### src/hdl/four_way_page_tag_directory_top_assert.svh
// ----------------------------------------------------------------------------
// Assertion macros for the page tag directory
// Shared property forms, clocked and reset-qualified.
// ----------------------------------------------------------------------------
`ifndef FOUR_WAY_PAGE_TAG_DIRECTORY_TOP_ASSERT_SVH
`define FOUR_WAY_PAGE_TAG_DIRECTORY_TOP_ASSERT_SVH

// Same-cycle implication
`define FWPTD_ASSERT_IMP(name, clk, rst_n, ante, cons) \
    name: assert property (@(posedge clk) disable iff (!rst_n) (ante) |-> (cons)) \
        else $error("fwptd assertion failed (same cycle)");

// Next-cycle implication
`define FWPTD_ASSERT_NEXT(name, clk, rst_n, ante, cons) \
    name: assert property (@(posedge clk) disable iff (!rst_n) (ante) |=> (cons)) \
        else $error("fwptd assertion failed (next cycle)");

`endif

### src/hdl/fwptd_pkg.sv
// ----------------------------------------------------------------------------
// fwptd_pkg
// Widths, codes and types of the four-way page tag directory.
// ----------------------------------------------------------------------------
`default_nettype none

package fwptd_pkg;

    // Geometry
    localparam int NUM_SETS = 1024;
    localparam int WAYS     = 4;
    localparam int SET_W    = $clog2(NUM_SETS);
    localparam int WAY_W    = $clog2(WAYS);
    localparam int SLOT_W   = SET_W + WAY_W;

    // Field widths
    localparam int ADDR_W  = 35;
    localparam int CADDR_W = 24;
    localparam int PL2_W   = 4;

    // Page size range
    localparam logic [PL2_W-1:0] PL2_MIN   = 4'd6;
    localparam logic [PL2_W-1:0] PL2_MAX   = 4'd12;
    localparam logic [PL2_W-1:0] PL2_RESET = 4'd12;
    localparam int PL2_MAX_I = 12;
    localparam int PL2_MIN_I = 6;

    localparam int OFS_W  = PL2_MAX_I;
    localparam int PAGE_W = ADDR_W - PL2_MIN_I;
    localparam int TAG_W  = PAGE_W - SET_W;

    // Command codes
    localparam logic CMD_LOOKUP = 1'b0;
    localparam logic CMD_ALLOC  = 1'b1;

    // Front queue
    localparam int QUEUE_DEPTH = 2;
    localparam int Q_PTR_W     = $clog2(QUEUE_DEPTH);
    localparam int Q_CNT_W     = $clog2(QUEUE_DEPTH + 1);

    // Classified word passed from front to back
    typedef struct packed {
        logic              cmd;
        logic [SET_W-1:0]  set_idx;
        logic [TAG_W-1:0]  tag;
        logic [OFS_W-1:0]  offset;
        logic [PL2_W-1:0]  sh;
    } t_item;

    // Back-to-front control
    typedef struct packed {
        logic pop;
        logic clearing;
    } t_back_ctl;

    // One way of a set row
    typedef struct packed {
        logic             valid;
        logic [TAG_W-1:0] tag;
    } t_way_entry;

    typedef t_way_entry [WAYS-1:0] t_row;

    typedef enum logic [1:0] {
        BK_CLEAR,
        BK_IDLE,
        BK_LOOK
    } t_back_state;

endpackage

`default_nettype wire

### src/hdl/fwptd_if.sv
// ----------------------------------------------------------------------------
// fwptd channel interfaces
// Request, response and configuration channels with valid/ready.
// ----------------------------------------------------------------------------
`default_nettype none

interface fwptd_req_if;
    import fwptd_pkg::*;
    logic              valid;
    logic              ready;
    logic              cmd;
    logic [ADDR_W-1:0] remote_addr;
    modport source (output valid, output cmd, output remote_addr, input ready);
    modport sink   (input valid, input cmd, input remote_addr, output ready);
endinterface


interface fwptd_cfg_if;
    import fwptd_pkg::*;
    logic             valid;
    logic             ready;
    logic [PL2_W-1:0] page_log2;
    modport source (output valid, output page_log2, input ready);
    modport sink   (input valid, input page_log2, output ready);
endinterface

`default_nettype wire

### src/hdl/fwptd_queue.sv
// ----------------------------------------------------------------------------
// fwptd_queue
// Two-entry queue of classified words between front and back.
// ----------------------------------------------------------------------------
`default_nettype none

module fwptd_queue (
    input  wire                 i_clk,
    input  wire                 i_rst_n,
    input  wire                 i_push,
    input  fwptd_pkg::t_item    i_item,
    input  wire                 i_pop,
    output logic                o_full,
    output logic                o_valid,
    output fwptd_pkg::t_item    o_item
);
    import fwptd_pkg::*;

    t_item              r_q [QUEUE_DEPTH];
    logic [Q_PTR_W-1:0] r_wp;
    logic [Q_PTR_W-1:0] r_rp;
    logic [Q_CNT_W-1:0] r_cnt;
    logic [Q_CNT_W-1:0] n_cnt;

    assign o_full  = (r_cnt == Q_CNT_W'(QUEUE_DEPTH));
    assign o_valid = (r_cnt != '0);
    assign o_item  = r_q[r_rp];

    // Track fill level
    always_comb begin
        n_cnt = r_cnt;
        if (i_push && !i_pop) begin
            n_cnt = r_cnt + 1'b1;
        end else if (!i_push && i_pop) begin
            n_cnt = r_cnt - 1'b1;
        end
    end

    // Advance pointers
    always_ff @(posedge i_clk) begin
        if (!i_rst_n) begin
            r_wp  <= '0;
            r_rp  <= '0;
            r_cnt <= '0;
        end else begin
            r_cnt <= n_cnt;
            if (i_push) begin
                r_wp <= r_wp + 1'b1;
            end
            if (i_pop) begin
                r_rp <= r_rp + 1'b1;
            end
        end
    end

    // Store words
    always_ff @(posedge i_clk) begin
        if (i_push) begin
            r_q[r_wp] <= i_item;
        end
    end

endmodule

`default_nettype wire

### src/hdl/fwptd_front.sv
// ----------------------------------------------------------------------------
// fwptd_front
// Accept requests, split the address into set, tag and offset, and queue.
// ----------------------------------------------------------------------------
`default_nettype none

module fwptd_front (
    input  wire                   i_clk,
    input  wire                   i_rst_n,
    fwptd_req_if.sink             i_req,
    fwptd_cfg_if.sink             i_cfg,
    input  fwptd_pkg::t_back_ctl  i_back_ctl,
    output logic                  o_item_valid,
    output fwptd_pkg::t_item      o_item
);
    import fwptd_pkg::*;

    logic [PL2_W-1:0]  r_page_log2;
    logic [PL2_W-1:0]  sh;
    logic [ADDR_W-1:0] shifted;
    logic [PAGE_W-1:0] page;
    logic [OFS_W-1:0]  ofs_mask;
    t_item             cls_item;
    logic              q_full;
    logic              push;

    // Page size register
    assign i_cfg.ready = 1'b1;

    always_ff @(posedge i_clk) begin
        if (!i_rst_n) begin
            r_page_log2 <= PL2_RESET;
        end else if (i_cfg.valid) begin
            r_page_log2 <= i_cfg.page_log2;
        end
    end

    // Clamp page size into range
    always_comb begin
        if (r_page_log2 < PL2_MIN) begin
            sh = PL2_MIN;
        end else if (r_page_log2 > PL2_MAX) begin
            sh = PL2_MAX;
        end else begin
            sh = r_page_log2;
        end
    end

    // Classify the address
    assign shifted  = i_req.remote_addr >> sh;
    assign page     = shifted[PAGE_W-1:0];
    assign ofs_mask = ~({OFS_W{1'b1}} << sh);

    always_comb begin
        cls_item.cmd     = i_req.cmd;
        cls_item.set_idx = page[SET_W-1:0];
        cls_item.tag     = page[PAGE_W-1:SET_W];
        cls_item.offset  = i_req.remote_addr[OFS_W-1:0] & ofs_mask;
        cls_item.sh      = sh;
    end

    // Hold off requests while the back clears or the queue is full
    assign i_req.ready = !q_full && !i_back_ctl.clearing;
    assign push        = i_req.valid && i_req.ready;

    fwptd_queue u_queue (
        .i_clk   (i_clk),
        .i_rst_n (i_rst_n),
        .i_push  (push),
        .i_item  (cls_item),
        .i_pop   (i_back_ctl.pop),
        .o_full  (q_full),
        .o_valid (o_item_valid),
        .o_item  (o_item)
    );

endmodule

`default_nettype wire

### src/flat_wrapper.sv
// flat-port wrapper written by rule: the top's interface ports become plain ports
module fwptd_front_flat import fwptd_pkg::*;
  (i_clk, i_rst_n, i_back_ctl, o_item_valid, o_item, i_req_valid, i_req_cmd, i_req_remote_addr, i_req_ready, i_cfg_valid, i_cfg_page_log2, i_cfg_ready);
  fwptd_req_if i_req_i ();
  fwptd_cfg_if i_cfg_i ();
  input  wire i_clk;
  input  wire i_rst_n;
  input  fwptd_pkg::t_back_ctl i_back_ctl;
  output logic o_item_valid;
  output fwptd_pkg::t_item o_item;
  input wire logic [$bits(i_req_i.valid)-1:0] i_req_valid;
  input wire logic [$bits(i_req_i.cmd)-1:0] i_req_cmd;
  input wire logic [$bits(i_req_i.remote_addr)-1:0] i_req_remote_addr;
  output wire logic [$bits(i_req_i.ready)-1:0] i_req_ready;
  input wire logic [$bits(i_cfg_i.valid)-1:0] i_cfg_valid;
  input wire logic [$bits(i_cfg_i.page_log2)-1:0] i_cfg_page_log2;
  output wire logic [$bits(i_cfg_i.ready)-1:0] i_cfg_ready;
  assign i_req_i.valid = i_req_valid;
  assign i_req_i.cmd = i_req_cmd;
  assign i_req_i.remote_addr = i_req_remote_addr;
  assign i_req_ready = i_req_i.ready;
  assign i_cfg_i.valid = i_cfg_valid;
  assign i_cfg_i.page_log2 = i_cfg_page_log2;
  assign i_cfg_ready = i_cfg_i.ready;
  fwptd_front u_core (.i_clk(i_clk), .i_rst_n(i_rst_n), .i_req(i_req_i), .i_cfg(i_cfg_i), .i_back_ctl(i_back_ctl), .o_item_valid(o_item_valid), .o_item(o_item));
endmodule
### config.mk
export PLATFORM = sky130hd
export DESIGN_NAME = fwptd_front_flat
export DESIGN_NICKNAME = d
export VERILOG_FILES = /design/src/hdl/four_way_page_tag_directory_top_assert.svh /design/src/hdl/fwptd_pkg.sv /design/src/hdl/fwptd_if.sv /design/src/hdl/fwptd_queue.sv /design/src/hdl/fwptd_front.sv /design/src/flat_wrapper.sv
export SDC_FILE = /design/constraint.sdc
export NUM_CORES = 1
export LEC_CHECK = 0
export BUFFER_PORTS_ARGS = -buffer_cell sky130_fd_sc_hd__buf_2
export CORE_MARGIN = 1.5
export CORE_UTILIZATION = 51
export DETAILED_ROUTE_END_ITERATION = 8
export PLACE_DENSITY = 0.86
export RECOVER_POWER = 50
export SYNTH_ARGS = -nofsm -noshare
export SYNTH_HDL_FRONTEND = slang
export SYNTH_SLANG_ARGS = --single-unit
### constraint.sdc
create_clock -name i_clk -period 3.25 [get_ports i_clk]
set_input_delay 0.4875 -clock i_clk [delete_from_list [all_inputs] [get_ports i_clk]]
set_output_delay 0.4875 -clock i_clk [all_outputs]
set_load 0.02 [all_outputs]
Yosys cells after proc, flatten, opt, wreduce, memory -nomap -nowiden. Memory sizes are Yosys's and may differ from the RTL's. A register that Yosys moved wholly into a read port is not among the register bits. Cells that the tools add are included.

Bits in registers: 8. Bits in latches: 0. RAM bits: 92. Memory bits (read-only): 0. Input bits: 46. Output and inout port bits: 49. Word-level logic and storage cells: 34. Memories: 1.

$add $sub $neg: 4. $mul: 0. Divide/modulo/power cells: 0. Order comparisons: 2. Equal/unequal tests: 1. Shift-type cells: 2. Muxes and demuxes: 8. Bitwise operators: 2. Reductions and logical operators: 10.

Memory list: u_core.u_queue.r_q (words 2, bits a word 46, read ports 1, clocked after memory_dff 1, wr ports 1, line fwptd_queue.sv:19) `t_item r_q [QUEUE_DEPTH];`.

Operator list (number): $shr 35x4->29 (1); $and 12x12->12 (1); $not 12->12 (1); $shl 12x4->12 const A (1); $mux 4 (2); $gt 4x4->1 const B (1); $logic_and 1x1->1 (4); $logic_not 1->1 (4); $lt 4x3->1 const B (1); $mux 1 (4); $mux 2 (2); $reduce_bool 2->1 (2); $add 1x1->1 const B (2); $add 2x1->2 const B (1); $eq 2x2->1 const B (1); $sub 2x1->2 const B (1).

Longest topological paths before layout. Gate-level depths: netlist (run 1).

Word-level depth: 8. Mapped depth: 8. Mapped depth without buffers: 8.

Modules after synthesis. A second synthesis (run 1) with hierarchy kept.

Cells, all modules: 400. Area total of the unflattened synthesis: 5375.2 um2.

Modules (own cells, without submodules): fwptd_queue (times used 1, cells an instance 165, area an instance 3554.7 um2, sequential area each 2862.7 um2); fwptd_front (times used 1, cells an instance 235, area an instance 1820.5 um2, sequential area each 80.1 um2).

Least setup slack after synthesis (run 1). OpenSTA, ideal clock, no wires.

Kind: input to register. Start point: in i_back_ctl[0] (netlist name). End point: mem u_core.u_queue.r_q[0][0] (netlist name), enable pin. Setup time: 0.450 ns. Arrival time: 3.043 ns. Required time: 2.800 ns. Setup slack: -0.243 ns. Cell stages on the path: 3. Path buffers: 0. Cell sequence: a21oi_1 > nand2_1 > nor2_1.

Word-level cells in the longest chain between the ends: 5.

RTL lines: start, declared (line flat_wrapper.sv:8) `input fwptd_pkg::t_back_ctl i_back_ctl;`; $logic_not 1->1 (line fwptd_front.sv:63) `assign i_req.ready = !q_full && !i_back_ctl.clearing;`; $logic_and 1x1->1 (line fwptd_front.sv:63); $logic_and 1x1->1 (line fwptd_front.sv:64) `assign push = i_req.valid && i_req.ready;`; $mux 1 (line fwptd_queue.sv:58) `if (i_push) begin`; $mux 1 (implied by the code) (line fwptd_queue.sv:59) `r_q[r_wp] <= i_item;`; end, declared (line fwptd_queue.sv:19).

Every way passes these cells.

==> results of run 1 <==
worst paths after layout:
kind | end | cells past startpoint
worst min register to register | u_core.u_queue.r_cnt[1] | 2
worst min-delay path | u_core.u_queue.r_q[1][5] | 1
worst max register to register | u_core.u_queue.r_q[1][22] | 7
worst max-delay path | u_core.u_queue.r_q[1][22] | 7
registers in the layout, indices dropped and copies added, names as in the netlist, named ones only:
name                  cells
u_core.u_queue.r_rp       1
u_core.u_queue.r_wp       1
u_core.r_page_log2        4
u_core.u_queue.r_cnt      2
u_core.u_queue.r_q       92
final cells by class:
class,instances,area share [%]
clock inverters,5,0.943
clock buffers,11,2.91
flip-flops and latches,101,49.3
inverters,6,0.377
multi-input cells,229,34.6
repair buffers,106,9.10
well taps,133,2.79
metrics by stage:
step / util [%] / std cells / worst slack, ps
3_3_place_gp: 58.7 / 575 / 600
5_1_grt: 60.8 / 591 / 248
6_report: 60.8 / 591 / 397
4_1_cts: 61.0 / 591 / 483
3_5_place_dp: 58.7 / 575 / 536
2_1_floorplan: - / 372 / 516
synthesized netlist by cell type (7+ instances only):
cell and number:
edfxtp_1 92, mux2_2 46, clkbuf_1 23, nand2_1 23, mux2i_1 20, nor2_1 16
mux4_2 13, o21ai_0 11, dfxtp_1 9, nor2b_1 9, and2_1 8, a21oi_1 7
worst max-delay path, stage by stage (launching register included):
cell and delay, ps:
dfxtp_1 350, buf_4 230, inv_1 90, o21ai_0 160, clkbuf_1 830, mux4_1 480
and2b_1 190, a221o_1 280
kinds of logic after synthesis:
group / count (synthesis) / share of synthesized area, %
muxes: 84 / 22.0
and+or+nand+nor: 78 / 7.82
DFF: 101 / 56.6
AOI/OAI and AO/OA: 59 / 8.42
buffers and inverters: 42 / 3.92
xor gates and xnor gates: 6 / 1.01
adders and majority gates: 1 / 0.240
other: 1 / 0.0721
power by group:
group,switching (mW),leakage [nW],total [mW],internal (mW)
clock,0.466,0.117,0.861,0.394
combinational,0.369,1.19,0.617,0.248
sequential,0.0242,0.919,1.55,1.52
layer usage:
metal	routed length (um)	part of all wire [%]	GRT usage [%]
met3	790	7.2	4.01
met1	4540	42	29.1
met2	5310	49	32.8
met5	0	0	0
met4	287	2.6	8.63
==> impl_metrics.toml, run 1 <==
[floorplan]
die_area_um2 = 10800
initial_core_util_pct = 53.0
core_region_area_um2 = 9820
dieHeight_um = 104
io_pins = 95
rows = 36
fp.dieW_um = 104

[setup_path]
required_ps = 3370
critPathKind = "flop to flop"
crit_path_end_kind = "flop"
r2r_slack_ps = 400
worst-path-max-fanout = 22
reg2reg_from = "u_core.r_page_log2[1]"
critPathLaunchType = "flop"
crit_start = "u_core.r_page_log2[1]"
worst_ep_arrival_time_ps = 2970

[cts]
root_buffer = "clkbuf_8"
cts_tree = "built"
ctsResizeCount = 0
post_cts_buffers = 0
cts-htree-levels = 3
cts.sinks = 101
path_clk_slew_ps = 100
cts_made_buffers = 9
holdBufCountCts = 0
clk_path_buf_depth = 2
clkLatencyLatePin_ps = 370

[sta]
clock.fmax_mhz = 350
post-route-min-period_ps = 2850
hold-worst-slack_ps = 302
fin_setup_tns_ps = 0
slew_violations = 0
rsz0062_at_grt = "false"
final.period_utilization_pct = 87.8
tightest_slew_ps = 1220
hold_violations = 0
finalSetupViolCount = 0
relSlewSlack_pct = 18.5
clock_skew_ps = 7.85

[yosys]
synth.area.top_cells = "edfxtp_1, mux2_2, mux4_2"
netlist_area_um2 = 5200
yosysTopAreaCell = "edfxtp_1"
synth-edff-count = 92
syn_nets = 419
async_flop_share_pct = 0
synth.distinct_cells = 56
yosys_warnings = 0
ys_ff_latch = 101
synth_top_cell_area_share_pct = 53.1
post_synth.cell_area_avg_um2 = 14.0
synthCells = 372
seq_area_frac_synth_pct = 56.6
synth-main-ff-cell = "edfxtp_1"

[grt]
grt_start_max_net_pins = 47
grt.overflow.total = 0
grt_pass1_wl_um = 17700
grt_pass1_vias = 3367
antenna_found_initial = 0
track_usage_pct = 21.0

[detailed_routing]
wire_per_inst_um = 18.5
dr.pass1.iters = 5
drt_iter0_markers = 319
viasPerCell = 5.89
route.detailed.drc = 0
postRouteAntennaNets = 0
routed_wl_um = 10900
vias = 3481

[placement]
place.gp.congestion = 0.924
io_buffers = 93
hpwl_um = 7590
postPlaceCellArea_um2 = 5760

[finish]
n_antenna_cell = 0
layout_common_cells = "edfxtp_1, buf_2, mux2_2"
final_common_cell = "edfxtp_1"
final-seq-area_um2 = 2940
nFillCells = 791
drive_gt1_share_pct = 39.7
multi_input_area_um2 = 2060
areaGrowthSynthToFinish_pct = 14.7
fin_area_um2 = 5970
final_nets = 500

[outcome]
status = "completed"

[min_path]
hp-start = "i_req_remote_addr[1]"
hold_path.class = "input pin to flop"

[pwr]
irDropWorstVdd_uv = 245
p_per_area_nw_per_um2 = 506
finalPower_mw = 3.02
p_leak_nw = 2.23

[job]
drv_cap = 0
Note: power is estimated with default switching activity, not from simulation.
==> run 2, diff against run 1 <==
--- a/config.mk
+++ b/config.mk
@@ -5,11 +5,12 @@
 export SDC_FILE = /design/constraint.sdc
 export NUM_CORES = 1
 export LEC_CHECK = 0
+export ABC_CLOCK_PERIOD_IN_PS = 3250
 export BUFFER_PORTS_ARGS = -buffer_cell sky130_fd_sc_hd__buf_2
 export CORE_MARGIN = 1.5
-export CORE_UTILIZATION = 51
+export CORE_UTILIZATION = 50
 export DETAILED_ROUTE_END_ITERATION = 8
-export PLACE_DENSITY = 0.86
+export PLACE_DENSITY = 0.85
 export RECOVER_POWER = 50
 export SYNTH_ARGS = -nofsm -noshare
 export SYNTH_HDL_FRONTEND = slang
==> impl_metrics.toml, run 2 (synthesis gave the netlist of run 1 again) <==
[setup_path]
cp_num_buf_inv = 3
critPathKind = "flop to flop"
path_cells = "buf_4 -> inv_1 -> o21ai_0 -> clkbuf_1 -> mux4_1 -> and2b_1 -> a221o_1"
worst-path-stages = 7
rr_worst_depth = 7
slowest_delay_ps = 820
r2r_end = "u_core.u_queue.r_q[1][22]"
worst_ep_arrival_time_ps = 3010
cpMaxStageDelayCell = "clkbuf_1"
reg2reg_from = "u_core.r_page_log2[1]"
required_ps = 3350
worst-path-max-fanout = 22
crit_path_end_kind = "flop"
critPathLaunchType = "flop"
cp-endpoint = "u_core.u_queue.r_q[1][22]"
r2r_slack_ps = 350
crit_start = "u_core.r_page_log2[1]"
critical_path.top_delay_family = "buffers and inverters"

[detailed_routing]
vias = 3550
wire_per_inst_um = 19.5
route.detailed.drc = 0
routed_wl_um = 11500
dr.pass1.iters = 7
drt_iter0_markers = 314
viasPerCell = 6.00
postRouteAntennaNets = 0

[finish]
drive_gt1_share_pct = 39.5
final_util_pct = 57.8
layout_common_cells = "edfxtp_1, buf_2, mux2_2"
largest_reg_flops = 92
final_common_cell = "edfxtp_1"
stdcell_count = 592
areaGrowthSynthToFinish_pct = 13.7
final-seq-area_um2 = 2940
nFillCells = 822
regMostFlops = "u_core.u_queue.r_q"
top_regs = "u_core.u_queue.r_q (92), u_core.r_page_log2 (4), u_core.u_queue.r_cnt (2)"
n_antenna_cell = 0
multi_input_area_um2 = 2050
final_nets = 498

[sta]
post-route-min-period_ps = 2900
hold_violations = 0
finalSetupViolCount = 0
setup_slack_ps = 346
slew_violations = 0
rsz0062_at_grt = "false"
clock.fmax_mhz = 344
tightest_slew_ps = 1250
clock_skew_ps = 10.2
final.period_utilization_pct = 89.4
relSlewSlack_pct = 16.4
fin_setup_tns_ps = 0

[cts]
cts.sinks = 101
cts_made_buffers = 9
post_cts_buffers = 0
holdBufCountCts = 0
clk_path_buf_depth = 2
path_clk_slew_ps = 100
clkLatencyLatePin_ps = 360
cts-htree-levels = 3
ctsResizeCount = 0
cts_tree = "built"
root_buffer = "clkbuf_8"

[floorplan]
core_region_area_um2 = 10200
fp.dieW_um = 105
dieHeight_um = 105
io_pins = 95
initial_core_util_pct = 50.8
die_area_um2 = 11000
rows = 37

[pwr]
p_leak_nw = 2.20
swShare_pct = 28.0
p_per_area_nw_per_um2 = 499
finalPower_mw = 2.95
seq_power_share_pct = 52.7
comb_power_share_pct = 20.9
p_switching_mw = 0.827
clkPwrFrac_pct = 26.5
internal_power_mw = 2.13
irDropWorstVdd_uv = 225

[grt]
grt_pass1_wl_um = 18100
grt_start_max_net_pins = 47
grt_pass1_vias = 3414
track_usage_pct = 21.5
grt.overflow.total = 0
antenna_found_initial = 0

[min_path]
hold_path.class = "input pin to flop"
hp-start = "i_req_cmd"

[outcome]
status = "completed"

[placement]
io_buffers = 93
hpwl_um = 7990
place.gp.congestion = 0.976
dp.cells = 576
place_ws_ps = 546

[job]
drv_cap = 0
run 2: layout make-up:
| type | count | share of cell area, % |
|---|---|---|
| sequential | 101 | 49.8 |
| multi-input combinational | 229 | 34.7 |
| timing repair buffer | 104 | 9.01 |
| tap | 136 | 2.88 |
| clock buffer | 10 | 2.16 |
| clock inverter | 6 | 1.08 |
| inverter | 6 | 0.381 |
run 2: per-layer routing:
metal	wire length, um	vias up	global-route usage (%)
met1	4750	1740	28.7
met2	5700	195	34.5
met3	832	28	4.87
met4	252	0	8.02
li1	-	1587	-
met5	0	-	0
run 2: per-stage QoR:
step	cell area (um2)	hold WS, ps
after floorplan	5200	473
after global placement	5750	483
after detailed placement	5750	535
after CTS	5940	301
after global routing	5910	280
final	5910	312
run 2: power by group through the flow:
stage               logic (mW)  registers (mW)  clock network, mW
floorplan                0.436            1.56                  0
global placement         0.599            1.58                  0
detailed placement       0.617            1.58                  0
CTS                      0.620            1.55              0.796
global route             0.658            1.56              0.860
finish                   0.616            1.55              0.782
run 2: how the worst min path moves through the flow:
| stage | to | slack, ps | depth (start not counted) |
|---|---|---|---|
| 4_1_cts | u_core.u_queue.r_q[0][45] | 300 | 1 |
| 6_report | u_core.u_queue.r_q[0][45] | 310 | 1 |
| 3_3_place_gp | u_core.u_queue.r_cnt[1] | 480 | 2 |
| 5_1_grt | u_core.u_queue.r_q[0][45] | 280 | 1 |
| 3_5_place_dp | u_core.u_queue.r_cnt[1] | 530 | 2 |
| 2_1_floorplan | u_core.u_queue.r_cnt[1] | 470 | 2 |
run 2: worst register-to-register path, cell delays in order (launching register included):
cell and delay [ps]:
dfxtp_1 370, buf_4 260, inv_1 90, o21ai_0 160
clkbuf_1 820, mux4_1 470, and2b_1 190, a221o_1 280
